[src/rtl/kvd_pkg.sv]
// ----------------------------------------------------------------------------
// kvd_pkg : keyframe vertex decode and lerp, shared definitions
// Widths, the quarter-wave sine table, angle lookup and the queue entry type.
// ----------------------------------------------------------------------------
package kvd_pkg;

   localparam int TRIG_FRAC_BITS = 14;
   localparam int ANGLE_STEPS    = 256;
   localparam int ANGLE_BITS     = $clog2(ANGLE_STEPS);
   localparam int HALF_TURN      = ANGLE_STEPS / 2;
   localparam int QUARTER_TURN   = ANGLE_STEPS / 4;
   localparam int QIDX_W         = $clog2(QUARTER_TURN + 1);
   localparam int TRIG_W         = TRIG_FRAC_BITS + 2;
   localparam int TPROD_W        = 2 * TRIG_W;

   localparam int POS_IN_W   = 16;
   localparam int POS_DLT_W  = POS_IN_W + 1;
   localparam int POS_OUT_W  = 24;
   localparam int POS_FRAC   = 8;
   localparam int NRM_W      = 16;
   localparam int NRM_DLT_W  = NRM_W + 1;
   localparam int FACT_W     = 17;
   localparam int LERP_SHIFT = 16;
   localparam int ONE_Q16    = 1 << LERP_SHIFT;
   localparam int LPROD_W    = FACT_W + 1 + POS_DLT_W;

   localparam int QUEUE_DEPTH = 4;
   localparam int QPTR_W      = $clog2(QUEUE_DEPTH);
   localparam int QCNT_W      = QPTR_W + 1;

   localparam longint PI_Q30 = 64'sd3373259426;

   typedef logic signed [TRIG_W-1:0]        trig_type;
   typedef logic [QUARTER_TURN:0][TRIG_W-1:0] quarter_type;

   typedef struct packed {
      logic signed [POS_IN_W-1:0]  cur_x;
      logic signed [POS_IN_W-1:0]  cur_y;
      logic signed [POS_IN_W-1:0]  cur_z;
      logic signed [POS_DLT_W-1:0] dlt_x;
      logic signed [POS_DLT_W-1:0] dlt_y;
      logic signed [POS_DLT_W-1:0] dlt_z;
      logic signed [NRM_W-1:0]     ncur_x;
      logic signed [NRM_W-1:0]     ncur_y;
      logic signed [NRM_W-1:0]     ncur_z;
      logic signed [NRM_W-1:0]     nnext_x;
      logic signed [NRM_W-1:0]     nnext_y;
      logic signed [NRM_W-1:0]     nnext_z;
   } entry_type;

   // non-negative quotient by restoring long division; elaboration only
   function automatic longint div_const(input longint num, input longint den);
      logic [63:0] n_u;
      logic [63:0] d_u;
      logic [63:0] rem;
      logic [63:0] quo;
      n_u = 64'(num);
      d_u = 64'(den);
      rem = '0;
      quo = '0;
      for (int i = 63; i >= 0; i--) begin
         rem = {rem[62:0], n_u[i]};
         if (rem >= d_u) begin
            rem    = rem - d_u;
            quo[i] = 1'b1;
         end
      end
      return longint'(quo);
   endfunction

   // Taylor series in Q30, rounded to TRIG_FRAC_BITS; elaboration only
   function automatic quarter_type build_quarter_sine();
      quarter_type tab;
      longint      x;
      longint      x2;
      longint      term;
      longint      sum;
      longint      r;
      tab = '0;
      for (int k = 0; k <= QUARTER_TURN; k++) begin
         x    = (PI_Q30 * longint'(k)) >>> (ANGLE_BITS - 1);
         x2   = (x * x) >>> 30;
         term = x;
         sum  = x;
         for (int n = 1; n <= 12; n++) begin
            term = (term * x2) >>> 30;
            term = div_const(term, longint'((2 * n) * (2 * n + 1)));
            if ((n & 1) == 1) begin
               sum = sum - term;
            end else begin
               sum = sum + term;
            end
         end
         if (sum < 0) begin
            sum = 0;
         end
         r = (sum + (longint'(1) << (29 - TRIG_FRAC_BITS))) >>> (30 - TRIG_FRAC_BITS);
         if (r > (longint'(1) << TRIG_FRAC_BITS)) begin
            r = longint'(1) << TRIG_FRAC_BITS;
         end
         tab[k] = TRIG_W'(r);
      end
      return tab;
   endfunction

   localparam quarter_type QUARTER_SINE = build_quarter_sine();

   function automatic trig_type sine_at(input logic [ANGLE_BITS-1:0] k);
      logic [ANGLE_BITS-1:0] idx;
      logic                  neg;
      trig_type              mag;
      if (k <= ANGLE_BITS'(QUARTER_TURN)) begin
         idx = k;
         neg = 1'b0;
      end else if (k <= ANGLE_BITS'(HALF_TURN)) begin
         idx = ANGLE_BITS'(HALF_TURN) - k;
         neg = 1'b0;
      end else if (k <= ANGLE_BITS'(HALF_TURN + QUARTER_TURN)) begin
         idx = k - ANGLE_BITS'(HALF_TURN);
         neg = 1'b1;
      end else begin
         idx = ANGLE_BITS'(0) - k;
         neg = 1'b1;
      end
      mag = QUARTER_SINE[idx[QIDX_W-1:0]];
      return neg ? -mag : mag;
   endfunction

   function automatic trig_type cosine_at(input logic [ANGLE_BITS-1:0] k);
      return sine_at(k + ANGLE_BITS'(QUARTER_TURN));
   endfunction

endpackage

[src/rtl/kvd_queue.sv]
// ----------------------------------------------------------------------------
// kvd_queue : decoded item queue
// Small FIFO between decode and lerp so either side can stall on its own.
// ----------------------------------------------------------------------------
module kvd_queue (
   input  logic                clock,
   input  logic                reset,
   input  logic                push_valid,
   input  kvd_pkg::entry_type  push_entry,
   output logic                push_ready,
   output logic                pop_valid,
   output kvd_pkg::entry_type  pop_entry,
   input  logic                pop_ready
);

   kvd_pkg::entry_type                mem_ff [kvd_pkg::QUEUE_DEPTH];
   logic [kvd_pkg::QPTR_W-1:0]        wr_ptr_ff, wr_ptr_in;
   logic [kvd_pkg::QPTR_W-1:0]        rd_ptr_ff, rd_ptr_in;
   logic [kvd_pkg::QCNT_W-1:0]        cnt_ff, cnt_in;
   logic                              push, pop;

   assign push_ready = cnt_ff != kvd_pkg::QCNT_W'(kvd_pkg::QUEUE_DEPTH);
   assign pop_valid  = cnt_ff != '0;
   assign pop_entry  = mem_ff[rd_ptr_ff];
   assign push       = push_valid && push_ready;
   assign pop        = pop_valid && pop_ready;

   always_comb begin
      wr_ptr_in = push ? wr_ptr_ff + 1'b1 : wr_ptr_ff;
      rd_ptr_in = pop ? rd_ptr_ff + 1'b1 : rd_ptr_ff;
      cnt_in    = cnt_ff + kvd_pkg::QCNT_W'(push) - kvd_pkg::QCNT_W'(pop);
   end

   always_ff @(posedge clock) begin
      if (reset) begin
         wr_ptr_ff <= '0;
         rd_ptr_ff <= '0;
         cnt_ff    <= '0;
      end else begin
         wr_ptr_ff <= wr_ptr_in;
         rd_ptr_ff <= rd_ptr_in;
         cnt_ff    <= cnt_in;
      end
   end

   always_ff @(posedge clock) begin
      if (push) begin
         mem_ff[wr_ptr_ff] <= push_entry;
      end
   end

endmodule

[config.mk]
export PLATFORM = sky130hd
export DESIGN_NAME = kvd_queue
export DESIGN_NICKNAME = d
export VERILOG_FILES = /design/src/rtl/kvd_pkg.sv /design/src/rtl/kvd_queue.sv
export SDC_FILE = /design/constraint.sdc
export NUM_CORES = 1
export LEC_CHECK = 0
export BUFFER_PORTS_ARGS = -buffer_cell sky130_fd_sc_hd__buf_2
export CAP_MARGIN = 20
export CORE_MARGIN = 10
export CORE_UTILIZATION = 50
export CTS_CLUSTER_DIAMETER = 200
export CTS_CLUSTER_SIZE = 10
export DETAILED_ROUTE_END_ITERATION = 10
export GPL_TIMING_DRIVEN = 0
export PLACE_DENSITY = 0.71
export SLEW_MARGIN = 20
export SYNTH_ARGS = -nofsm -noshare
export SYNTH_HDL_FRONTEND = slang
export SYNTH_SLANG_ARGS = --single-unit
[constraint.sdc]
create_clock -name clock -period 8.24 [get_ports clock]
set_input_delay 1.648 -clock clock [delete_from_list [all_inputs] [get_ports clock]]
set_output_delay 1.648 -clock clock [all_outputs]
set_load 0.03 [all_outputs]
==> reports/metrics.yaml, run 1 <==
run_status:
  run_status: "completed"
global_routing:
  grt_first_pass_wirelength_um: 90800
  grt_pass1_vias: 14100
  grt_start_max_net_pins: 47
  antenna_found_initial: 18
  gr-usage-all-layers_pct: 18.1
  grt-ovfl-total: 0
routing:
  residual_drc: 0
  route.antenna.remaining_nets: 0
  route.detailed.wl_per_inst_um: 25.7
  dr.first_iter.drc_count: 851
  drtPass1Iterations: 4
  vias_per_cell: 5.56
  via_count: 13100
  wirelength_um: 60700
timing:
  fmax_mhz: 218
  tightest_slew_ns: 0.962
  final-hold-violation-count: 0
  period_needed_ns: 4.59
  clock_skew_ns: 0.0141
  timing.final.ws_setup_ns: 3.65
  final_min_period_over_clock_period_pct: 55.7
  timing.final.max_slew_violations: 0
  hold-worst-slack_ns: 0.521
  setup_repair_after_global_routing_missed_its_margin: "false"
  final_setup_vio_count: 0
  slew_headroom_pct: 35.9
clocking:
  cts_resized: 0
  clkSinkCount: 789
  cts_made_buffers: 88
  number_of_buffers_inserted_by_post_cts_setup_repair: 0
  clkSlewWorstSetupHoldPaths_ns: 0.06
  max-clock-path-buffers: 3
  holdBufCountCts: 0
  maximum_level_of_the_cts_h_tree: 3
  worstSkewPairLatency_ns: 0.62
  tritoncts: "built"
  clockRootBuffer: "sky130_fd_sc_hd__clkbuf_16"
setup_path:
  critPathArrivalTime_ns: 2.94
  cp_slowest_stage_delay_ns: 0.75
  timing.critical_path.to_type: "output port"
  cp_slowest_cell: "sky130_fd_sc_hd__clkbuf_1"
  path_delay_family: "buffers and inverters"
  worst-setup-path-type: "flip-flop to output port"
  timing.critical_path.cells: "buf_2, clkbuf_1, buf_2, mux4_2, buf_2"
  crit_buf_inv: 4
  critical_path.max_fanout: 10
  crit_required_ns: 6.59
  worst_setup_path_start_kind: "flip-flop"
  critical_path.most_common_cell: "sky130_fd_sc_hd__buf_2"
floorplanning:
  die-area_um2: 67200
  initial_core_util_pct: 50.6
  die_h_um: 259
  io_pins: 396
  placeableCoreArea_um2: 56500
  chipWidth_um: 259
  core.rowCount: 87
power_and_ir_drop:
  power-per-cell-area_nw_per_um2: 340
  vdd_drop_max_mv: 0.299
  total_power_uw: 11700
  power.static_leakage_uw: 0.0115
synthesis:
  synth.distinct_cells: 23
  synth_seq_area_share_pct: 82.5
  syn-cell-area_um2: 28600
  ys.warnings.count: 0
  synth_area_per_cell_um2: 26.8
  netlist_instances: 1068
  synth.net_count: 1274
  yosys_register_bits: 789
placement:
  dpl.cell_count: 2237
  port_buffers: 394
  setup_ws_pre_cts_ns: 4.15
  globalplace.congestion: 0.721
  dp.final_hpwl_um: 39300
final_layout:
  layout_commonest_cell: "sky130_fd_sc_hd__edfxtp_1"
  ff_latch_area_um2: 23600
  layout.cells.most_common_list: "sky130_fd_sc_hd__edfxtp_1, sky130_fd_sc_hd__buf_2, sky130_fd_sc_hd__mux4_2"
  multi_input_area_um2: 4660
  final_util_pct: 61.0
  area.growth.synth_to_final_pct: 20.4
  nets: 1777
  fillerInstances: 3854
  fraction_of_final_layout_cells_sized_beyond_drive_strength_1_pct: 46.9
  non_filler_cells_in_the_finished_layout: 2358
job:
  max_cap_violations: 0
hold_path:
  timing.hold.worst.class: "flip-flop to flip-flop"
registers in the layout (all words and copies together), names as in the netlist, named ones only:
register and cells:
cnt_ff 3, wr_ptr_ff 2, mem_ff 780, rd_ptr_ff 2
stage by stage:
step / area (µm²) / TNS [ns]
finish: 34400 / 0
global route: 34400 / 0
CTS: 34400 / 0
detailed placement: 32000 / 0
global placement: 31500 / -2087.34
floorplan: 28600 / 0
worst register-to-register path, cell delays in order (launching register included):
cell,delay [ns]
sky130_fd_sc_hd__dfxtp_1,0.45
sky130_fd_sc_hd__nor2_1,0.10
sky130_fd_sc_hd__a21boi_1,0.53
sky130_fd_sc_hd__and2_4,0.71
sky130_fd_sc_hd__buf_16,0.33
sky130_fd_sc_hd__buf_16,0.32
where the power goes:
part	internal, µW	switching, µW	leakage, µW
Combinational	1210	2110	0.00315
Sequential	4910	98.4	0.00722
Clock	1970	1410	0.00117
metal layers:
layer | global-route usage, % | share of wire (%) | vias up
met2 | 29.1 | 50 | 444
met3 | 7.12 | 9.3 | 108
met5 | 0 | 0.27 | -
li1 | - | - | 5630
met4 | 4.81 | 2.1 | 26
met1 | 22.9 | 38 | 6914
path summary, 6_finish.rpt:
path / start / end / slack (ns) / cells after the start
max: flip-flop / pop_entry[112] / 3.65 / 5
min: wr_ptr_ff[1]$_SDFFE_PP0P_ / wr_ptr_ff[1]$_SDFFE_PP0P_ / 0.52 / 2
max reg2reg: cnt_ff[1]$_SDFF_PP0_ / mem_ff[0][50]$_DFFE_PP_ / 5.41 / 5
min reg2reg: wr_ptr_ff[1]$_SDFFE_PP0P_ / wr_ptr_ff[1]$_SDFFE_PP0P_ / 0.52 / 2
area by class of cell:
type	count	share of cell area (%)
antenna	9	0.0654
buffer	45	0.959
clock buffer	108	6.80
clock inverter	4	0.211
inverter	5	0.0545
multi-input combinational	229	13.5
sequential	789	68.5
tap	756	2.75
timing repair buffer	413	7.09
synth_stat cells:
library cell / number / area share, %
sky130_fd_sc_hd__mux4_2: 195 / 15
sky130_fd_sc_hd__ha_1: 6 / 0.26
sky130_fd_sc_hd__fa_1: 1 / 0.070
sky130_fd_sc_hd__o311ai_0: 1 / 0.031
sky130_fd_sc_hd__nor2_1: 8 / 0.10
sky130_fd_sc_hd__buf_6: 18 / 0.71
sky130_fd_sc_hd__buf_2: 21 / 0.37
sky130_fd_sc_hd__dfxtp_1: 9 / 0.63
sky130_fd_sc_hd__clkbuf_1: 6 / 0.079
sky130_fd_sc_hd__xor2_1: 2 / 0.061
sky130_fd_sc_hd__o31a_1: 1 / 0.031
sky130_fd_sc_hd__edfxtp_1: 780 / 82
sky130_fd_sc_hd__or3_1: 1 / 0.022
sky130_fd_sc_hd__nor2b_1: 1 / 0.022
sky130_fd_sc_hd__mux2_2: 1 / 0.039
sky130_fd_sc_hd__mux2i_1: 1 / 0.035
sky130_fd_sc_hd__and2_1: 5 / 0.11
sky130_fd_sc_hd__a21boi_1: 1 / 0.026
sky130_fd_sc_hd__xnor2_1: 1 / 0.031
sky130_fd_sc_hd__nand2_1: 1 / 0.013
sky130_fd_sc_hd__nor3_1: 1 / 0.017
sky130_fd_sc_hd__nand2b_1: 2 / 0.044
sky130_fd_sc_hd__inv_1: 5 / 0.066
cells by family after synthesis:
logic type               count (synthesis)  synth area share, %
AND/OR/NAND/NOR                         19                0.332
AO/OA/AOI/OAI                            3               0.0875
flip-flops                             789                 82.5
multiplexers                           197                 15.4
XOR/XNOR                                 3               0.0919
buffers and inverters                   50                 1.22
adder cells (fa/ha/maj)                  7                0.332
No activity file was read; power rests on OpenSTA's default activity.
==> run 2, diff against run 1 <==
- PLACE_DENSITY: 0.71 -> 0.74
- clock period: 8.24 -> 3.8 ns (I/O delays scaled with it)
==> reports/metrics.yaml, run 2 (synthesis gave the netlist of run 1 again) <==
run_status:
  run_status: "completed"  # unchanged
clocking:
  clkSlewWorstSetupHoldPaths_ns: 0.05  # was 0.06 ns
  holdBufCountCts: 0  # unchanged
  number_of_buffers_inserted_by_post_cts_setup_repair: 0  # unchanged
  cts_made_buffers: 88  # unchanged
  max-clock-path-buffers: 3  # unchanged
  cts_resized: 0  # unchanged
  worstSkewPairLatency_ns: 0.61  # was 0.62 ns
  maximum_level_of_the_cts_h_tree: 3  # unchanged
  clkSinkCount: 789  # unchanged
  clockRootBuffer: "sky130_fd_sc_hd__clkbuf_16"  # unchanged
  tritoncts: "built"  # unchanged
timing:
  final-hold-violation-count: 0  # unchanged
  timing.final.max_slew_violations: 0  # unchanged
  tightest_slew_ns: 0.760  # was 0.962 ns
  fmax_mhz: 281
  setup_repair_after_global_routing_missed_its_margin: "false"  # unchanged
  final_setup_vio_count: 0  # unchanged
  period_needed_ns: 3.56
  tns_ns: 0  # unchanged
  slew_headroom_pct: 49.3  # was 35.9%
  clock_skew_ns: 0.00982  # was 0.0141 ns
  final_min_period_over_clock_period_pct: 93.6
floorplanning:
  core.rowCount: 87  # unchanged
  initial_core_util_pct: 50.6  # unchanged
  die_h_um: 259  # unchanged
  io_pins: 396  # unchanged
  chipWidth_um: 259  # unchanged
  placeableCoreArea_um2: 56500  # unchanged
  die-area_um2: 67200  # unchanged
setup_path:
  timing.critical_path.cells: "buf_2, clkbuf_1, buf_2, mux4_2, buf_2"  # unchanged
  critPathArrivalTime_ns: 2.80  # was 2.94 ns
  crit_buf_inv: 4  # unchanged
  critical_path.most_common_cell: "sky130_fd_sc_hd__buf_2"  # unchanged
  crit_required_ns: 3.04  # was 6.59 ns
  path_delay_family: "buffers and inverters"  # unchanged
  cp_slowest_cell: "sky130_fd_sc_hd__clkbuf_1"  # unchanged
  critical_path.max_fanout: 10  # unchanged
  worst_setup_path_start_kind: "flip-flop"  # unchanged
  worst-setup-path-type: "flip-flop to output port"  # unchanged
  cp_slowest_stage_delay_ns: 0.62  # was 0.75 ns
  timing.critical_path.to_type: "output port"  # unchanged
power_and_ir_drop:
  power-per-cell-area_nw_per_um2: 735  # was 340 nW/µm²
  total_power_uw: 25200  # was 11700 µW
  vdd_drop_max_mv: 0.521  # was 0.299 mV
  internal_power_uw: 17400  # was 8100 µW
  power_frac_clock_pct: 28.4  # was 28.9%
  power_switching_share_pct: 30.9  # about the same
  pwr-share-comb_pct: 28.5  # was 28.3%
  power.static_leakage_uw: 0.0115  # about the same
  power_frac_seq_pct: 43.1  # was 42.8%
  switching_power_uw: 7790  # was 3620 µW
global_routing:
  grt_first_pass_wirelength_um: 90600  # was 90800 µm
  grt_start_max_net_pins: 48  # was 47
  grt-ovfl-total: 0  # unchanged
  grt_pass1_vias: 14100  # about the same
  antenna_found_initial: 16  # was 18
  gr-usage-all-layers_pct: 18.1  # about the same
placement:
  dpl.cell_count: 2235  # was 2237
  dp.final_hpwl_um: 39000  # was 39300 µm
  globalplace.congestion: 0.709  # was 0.721
  port_buffers: 394  # unchanged
  detailed_place.area_um2: 32000  # about the same
job:
  max_cap_violations: 0  # unchanged
hold_path:
  timing.hold.worst.class: "primary input to flip-flop"  # was flip-flop to flip-flop
routing:
  dr.first_iter.drc_count: 944  # was 851
  residual_drc: 0  # unchanged
  drtPass1Iterations: 4  # unchanged
  route.antenna.remaining_nets: 0  # unchanged
  wirelength_um: 60600  # was 60700 µm
  route.detailed.wl_per_inst_um: 25.8  # was 25.7 µm
  vias_per_cell: 5.56  # about the same
  via_count: 13100  # about the same
final_layout:
  area.growth.synth_to_final_pct: 20.1  # was 20.4%
  largest_register: "mem_ff"  # unchanged
  layout.cells.most_common_list: "sky130_fd_sc_hd__edfxtp_1, sky130_fd_sc_hd__buf_2, sky130_fd_sc_hd__mux4_2"  # unchanged
  fraction_of_final_layout_cells_sized_beyond_drive_strength_1_pct: 47.0  # was 46.9%
  non_filler_cells_in_the_finished_layout: 2350  # was 2358
  layout_top_registers: "mem_ff x780, cnt_ff x3"  # unchanged
  multi_input_area_um2: 4660  # unchanged
  fillerInstances: 3774  # was 3854
  nets: 1775  # was 1777
  largest_reg_flops: 780  # unchanged
  ff_latch_area_um2: 23600  # unchanged
  layout_commonest_cell: "sky130_fd_sc_hd__edfxtp_1"  # unchanged
  design_area_um2: 34400  # about the same
run 2: final timing paths:
check	startpoint	end	slack, ns	cells after the start
hold / removal	push_entry[12]	mem_ff[3][12]$_DFFE_PP_	0.36	1
setup / recovery	flip-flop	pop_entry[46]	0.24	5
hold reg to reg	wr_ptr_ff[1]$_SDFFE_PP0P_	wr_ptr_ff[1]$_SDFFE_PP0P_	0.52	2
setup reg to reg	cnt_ff[1]$_SDFF_PP0_	mem_ff[0][90]$_DFFE_PP_	0.91	6
run 2: final cells by class:
type                            instances  share of cell area, %
Buffer                                 45                  0.962
Timing Repair Buffer                  411                   7.04
Clock buffer                           98                   6.58
Multi-Input combinational cell        229                   13.6
Inverter                                5                 0.0546
Clock inverter                          5                  0.237
Sequential cell                       789                   68.7
Tap cell                              756                   2.75
Antenna cell                           12                 0.0874
run 2: worst register-to-register path, delay by kind of cell (launching register included):
| family | cells | cell delay (ns) |
|---|---|---|
| flops | 1 | 0.45 |
| buf+inv | 3 | 0.91 |
| compound gates | 1 | 0.50 |
| simple gates | 2 | 0.67 |
run 2: power groups by stage:
stage               Sequential [µW]  Combinational (µW)  Clock, µW
floorplan                     11100                5000          0
global placement              11200                7090          0
detailed placement            11000                7320          0
CTS                           10900                7360       7340
global route                  10900                7610       7660
finish                        10900                7190       7160
run 2: through the flow:
step / utilization, % / setup slack [ns] / hold WS [ns]
after global placement: 55.8 / -2.41 / 0.492
after CTS: 60.8 / 0.0734 / 0.314
after global routing: 60.8 / 0.0747 / 0.329
after detailed placement: 56.6 / 0.471 / 0.517
after floorplan: - / -0.227 / 0.482
final: 60.8 / 0.242 / 0.361
run 2: metal layers:
layer	routed length [µm]	part of all wire, %	track usage [%]
met5	106	0.18	0
met4	1310	2.2	5.88
met3	4960	8.2	6.02
met2	32100	53	30.5
met1	22000	36	21.7
==> run 3, diff against run 2 <==
- ABC_AREA: unset -> 1
==> reports/metrics.yaml, run 3 <==
final_layout:
  layout_commonest_cell: "sky130_fd_sc_hd__edfxtp_1"  # unchanged
  fraction_of_final_layout_cells_sized_beyond_drive_strength_1_pct: 23.6  # was 47.0%
  layout.cells.most_common_list: "sky130_fd_sc_hd__edfxtp_1, sky130_fd_sc_hd__buf_2, sky130_fd_sc_hd__nor2_1"  # was sky130_fd_sc_hd__edfxtp_1, sky130_fd_sc_hd__buf_2, sky130_fd_sc_hd__mux4_2
  design_area_um2: 35500  # was 34400 µm²
  fillerInstances: 4194  # was 3774
  non_filler_cells_in_the_finished_layout: 3282  # was 2350
  nets: 2679  # was 1775
  layout_top_registers: "mem_ff x780, cnt_ff x3"  # unchanged
  area.growth.synth_to_final_pct: 21.6  # was 20.1%
  final_util_pct: 61.4  # was 60.8%
  largest_register: "mem_ff"  # unchanged
  largest_reg_flops: 780  # unchanged
power_and_ir_drop:
  pwr-share-comb_pct: 28.9  # was 28.5%
  vdd_drop_max_mv: 0.555  # was 0.521 mV
  power_frac_clock_pct: 28.9  # was 28.4%
  power-per-cell-area_nw_per_um2: 721  # was 735 nW/µm²
  power_frac_seq_pct: 42.2  # was 43.1%
  power_switching_share_pct: 34.3  # was 30.9%
  total_power_uw: 25600  # was 25200 µW
  switching_power_uw: 8780  # was 7790 µW
  power.static_leakage_uw: 0.0124  # was 0.0115 µW
  internal_power_uw: 16800  # was 17400 µW
synthesis:
  ys.warnings.count: 0  # unchanged
  synth_top_cell_area_share_pct: 80.2  # was 81.9%
  synth_area_leader_cell: "sky130_fd_sc_hd__edfxtp_1"  # unchanged
  synth_most_common_cell: "sky130_fd_sc_hd__edfxtp_1"  # unchanged
  synth.distinct_cells: 18  # was 23
  netlist_instances: 1950  # was 1068
  postSynth.asyncResetShare_pct: 0  # unchanged
  synth_seq_area_share_pct: 80.9  # was 82.5%
  synth_area_per_cell_um2: 15.0  # was 26.8 µm²
  yosys_register_bits: 789  # unchanged
  synth.top_cells.by_count: "sky130_fd_sc_hd__edfxtp_1, sky130_fd_sc_hd__nor2_1, sky130_fd_sc_hd__o21ai_0"  # was sky130_fd_sc_hd__edfxtp_1, sky130_fd_sc_hd__mux4_2, sky130_fd_sc_hd__buf_2
  ys_top_cells_by_area: "sky130_fd_sc_hd__edfxtp_1, sky130_fd_sc_hd__o21ai_0, sky130_fd_sc_hd__nor2_1, sky130_fd_sc_hd__o22ai_1, sky130_fd_sc_hd__clkbuf_1"  # was sky130_fd_sc_hd__edfxtp_1, sky130_fd_sc_hd__mux4_2, sky130_fd_sc_hd__buf_6, sky130_fd_sc_hd__dfxtp_1, sky130_fd_sc_hd__buf_2
  syn-cell-area_um2: 29200  # was 28600 µm²
  edff_count_synth: 780  # unchanged
  synth.net_count: 2156  # was 1274
  ys_dominant_reg_cell: "sky130_fd_sc_hd__edfxtp_1"  # unchanged
routing:
  wirelength_um: 78000  # was 60600 µm
  routed.top_layer: "met5"  # unchanged
  routed-wl-met3_um: 7660  # was 4960 µm
  met1Wirelength_um: 28200  # was 22000 µm
  residual_drc: 0  # unchanged
  routed-wl-met2_um: 40000  # was 32100 µm
  route.detailed.wl_per_inst_um: 23.8  # was 25.8 µm
  dr.first_iter.drc_count: 1778  # was 944
  drtPass1Iterations: 5  # was 4
  vias_per_cell: 5.82  # was 5.56
  route.antenna.remaining_nets: 0  # unchanged
  via_count: 19100  # was 13100
global_routing:
  grt_first_pass_wirelength_um: 115000  # was 90600 µm
  gr-usage-all-layers_pct: 22.1  # was 18.1%
  grt_pass1_vias: 19200  # was 14100
  grt-ovfl-total: 0  # unchanged
  antenna_found_initial: 22  # was 16
  grt_start_max_net_pins: 25  # was 48
clocking:
  maximum_level_of_the_cts_h_tree: 3  # unchanged
  number_of_buffers_inserted_by_post_cts_setup_repair: 0  # unchanged
  cts_made_buffers: 88  # unchanged
  max-clock-path-buffers: 3  # unchanged
  holdBufCountCts: 0  # unchanged
  clkSinkCount: 789  # unchanged
  clockRootBuffer: "sky130_fd_sc_hd__clkbuf_16"  # unchanged
  worstSkewPairLatency_ns: 0.62  # was 0.61 ns
  cts_resized: 0  # unchanged
  clkSlewWorstSetupHoldPaths_ns: 0.06  # was 0.05 ns
  tritoncts: "built"  # unchanged
timing:
  fmax_mhz: 285  # was 281 MHz
  tns_ns: 0  # unchanged
  final_min_period_over_clock_period_pct: 92.3  # was 93.6%
  slew_headroom_pct: 51.9  # was 49.3%
  final_setup_vio_count: 0  # unchanged
  setup_repair_after_global_routing_missed_its_margin: "false"  # unchanged
  timing.final.max_slew_violations: 0  # unchanged
  final-hold-violation-count: 0  # unchanged
  clock_skew_ns: 0.0151  # was 0.00982 ns
  period_needed_ns: 3.51  # was 3.56 ns
  tightest_slew_ns: 0.720  # was 0.760 ns
hold_path:
  worstHoldStart: "reset"  # was push_entry[12]
  timing.hold.worst.class: "primary input to flip-flop"  # unchanged
job:
  max_cap_violations: 0  # unchanged
placement:
  dp.final_hpwl_um: 51800  # was 39000 µm
  globalplace.congestion: 0.784  # was 0.709
  port_buffers: 395  # was 394
  detailed_place.area_um2: 33000  # was 32000 µm²
  dpl.cell_count: 3148  # was 2235
setup_path:
  worst-setup-path-type: "flip-flop to output port"  # unchanged
  critPathArrivalTime_ns: 2.75  # was 2.80 ns
  critical_path.max_fanout: 10  # unchanged
  reg2reg_from: "cnt_ff[1]$_SDFF_PP0_"  # unchanged
  crit_required_ns: 3.04  # about the same
  timing.critical_path.to_type: "output port"  # unchanged
  worst_setup_path_start_kind: "flip-flop"  # unchanged
floorplanning:
  placeableCoreArea_um2: 57800  # was 56500 µm²
  initial_core_util_pct: 50.5  # was 50.6%
  chipWidth_um: 262  # was 259 µm
  die_h_um: 262  # was 259 µm
  io_pins: 396  # unchanged
  die-area_um2: 68400  # was 67200 µm²
  core.rowCount: 88  # was 87
run_status:
  run_status: "completed"  # unchanged
==> run 3: changes by cell type in the layout (fill, tap and decap cells not counted), moves of 15 or more <==
cell                       delta
sky130_fd_sc_hd__mux4_2     -195
sky130_fd_sc_hd__o21ai_0    +356
sky130_fd_sc_hd__o22ai_1    +195
sky130_fd_sc_hd__buf_12      +23
sky130_fd_sc_hd__o21ai_1     +35
sky130_fd_sc_hd__buf_2       +15
sky130_fd_sc_hd__clkbuf_1    +77
sky130_fd_sc_hd__nor2_1     +391
==> run 3: through the flow <==
stage | setup WS [ns] | hold WS (ns)
finish | 0.293 | 0.336
global route | 0.124 | 0.323
CTS | 0.247 | 0.299
detailed placement | 0.917 | 0.471
global placement | -2.82 | 0.463
floorplan | -0.374 | 0.448
==> run 3: path summary, 6_finish.rpt <==
| check | cells past startpoint | slack [ns] | end |
|---|---|---|---|
| worst max-delay path | 6 | 0.29 | pop_entry[42] |
| worst min-delay path | 2 | 0.34 | cnt_ff[0]$_SDFF_PP0_ |
| worst max register to register | 9 | 1.18 | mem_ff[0][82]$_DFFE_PP_ |
| worst min register to register | 2 | 0.48 | rd_ptr_ff[0]$_SDFFE_PP0P_ |
==> run 3: power by group through the flow <==
stage / Clock, µW / Sequential (µW) / Combinational (µW)
final: 7390 / 10800 / 7400
after global routing: 7830 / 10900 / 7860
after CTS: 7480 / 10800 / 7430
after detailed placement: 0 / 11000 / 7400
after global placement: 0 / 11100 / 6940
after floorplan: 0 / 11000 / 4440
==> run 3: cell families (layout without fill, tap and decap cells) <==
| family | Yosys count | in the layout | share of synthesized area, % |
|---|---|---|---|
| compound gates | 592 | 592 | 11.0 |
| simple gates | 418 | 418 | 5.39 |
| flops | 789 | 789 | 80.9 |
| buf+inv | 144 | 689 | 2.43 |
| fa+ha+maj | 7 | 7 | 0.326 |
| other cells | 0 | 22 | 0 |
==> run 3: layer usage <==
metal  global-route usage, %  up-vias
li1                        -     8456
met1                    27.4     9503
met4                    7.37       16
met2                    37.7      960
met3                    5.16      153
met5                       0        -
==> run 3: worst max-delay path: stages, from the launching register on <==
cell and delay [ns]:
sky130_fd_sc_hd__dfxtp_1 0.46, sky130_fd_sc_hd__inv_2 0.23, sky130_fd_sc_hd__buf_4 0.30, sky130_fd_sc_hd__clkbuf_1 0.39, sky130_fd_sc_hd__o21ai_0 0.16, sky130_fd_sc_hd__o22ai_1 0.31
sky130_fd_sc_hd__buf_2 0.28
==> run 3: final cells by class <==
cell class	instances	area, µm²	share of cell area (%)
sequential	789	23600	66.5
multi-input combinational	1017	4930	13.9
timing repair buffer	433	2830	7.97
clock buffer	108	2340	6.60
tap	765	957	2.70
buffer	128	648	1.83
clock inverter	4	68.8	0.194
inverter	16	60.1	0.169
antenna	22	55.1	0.155
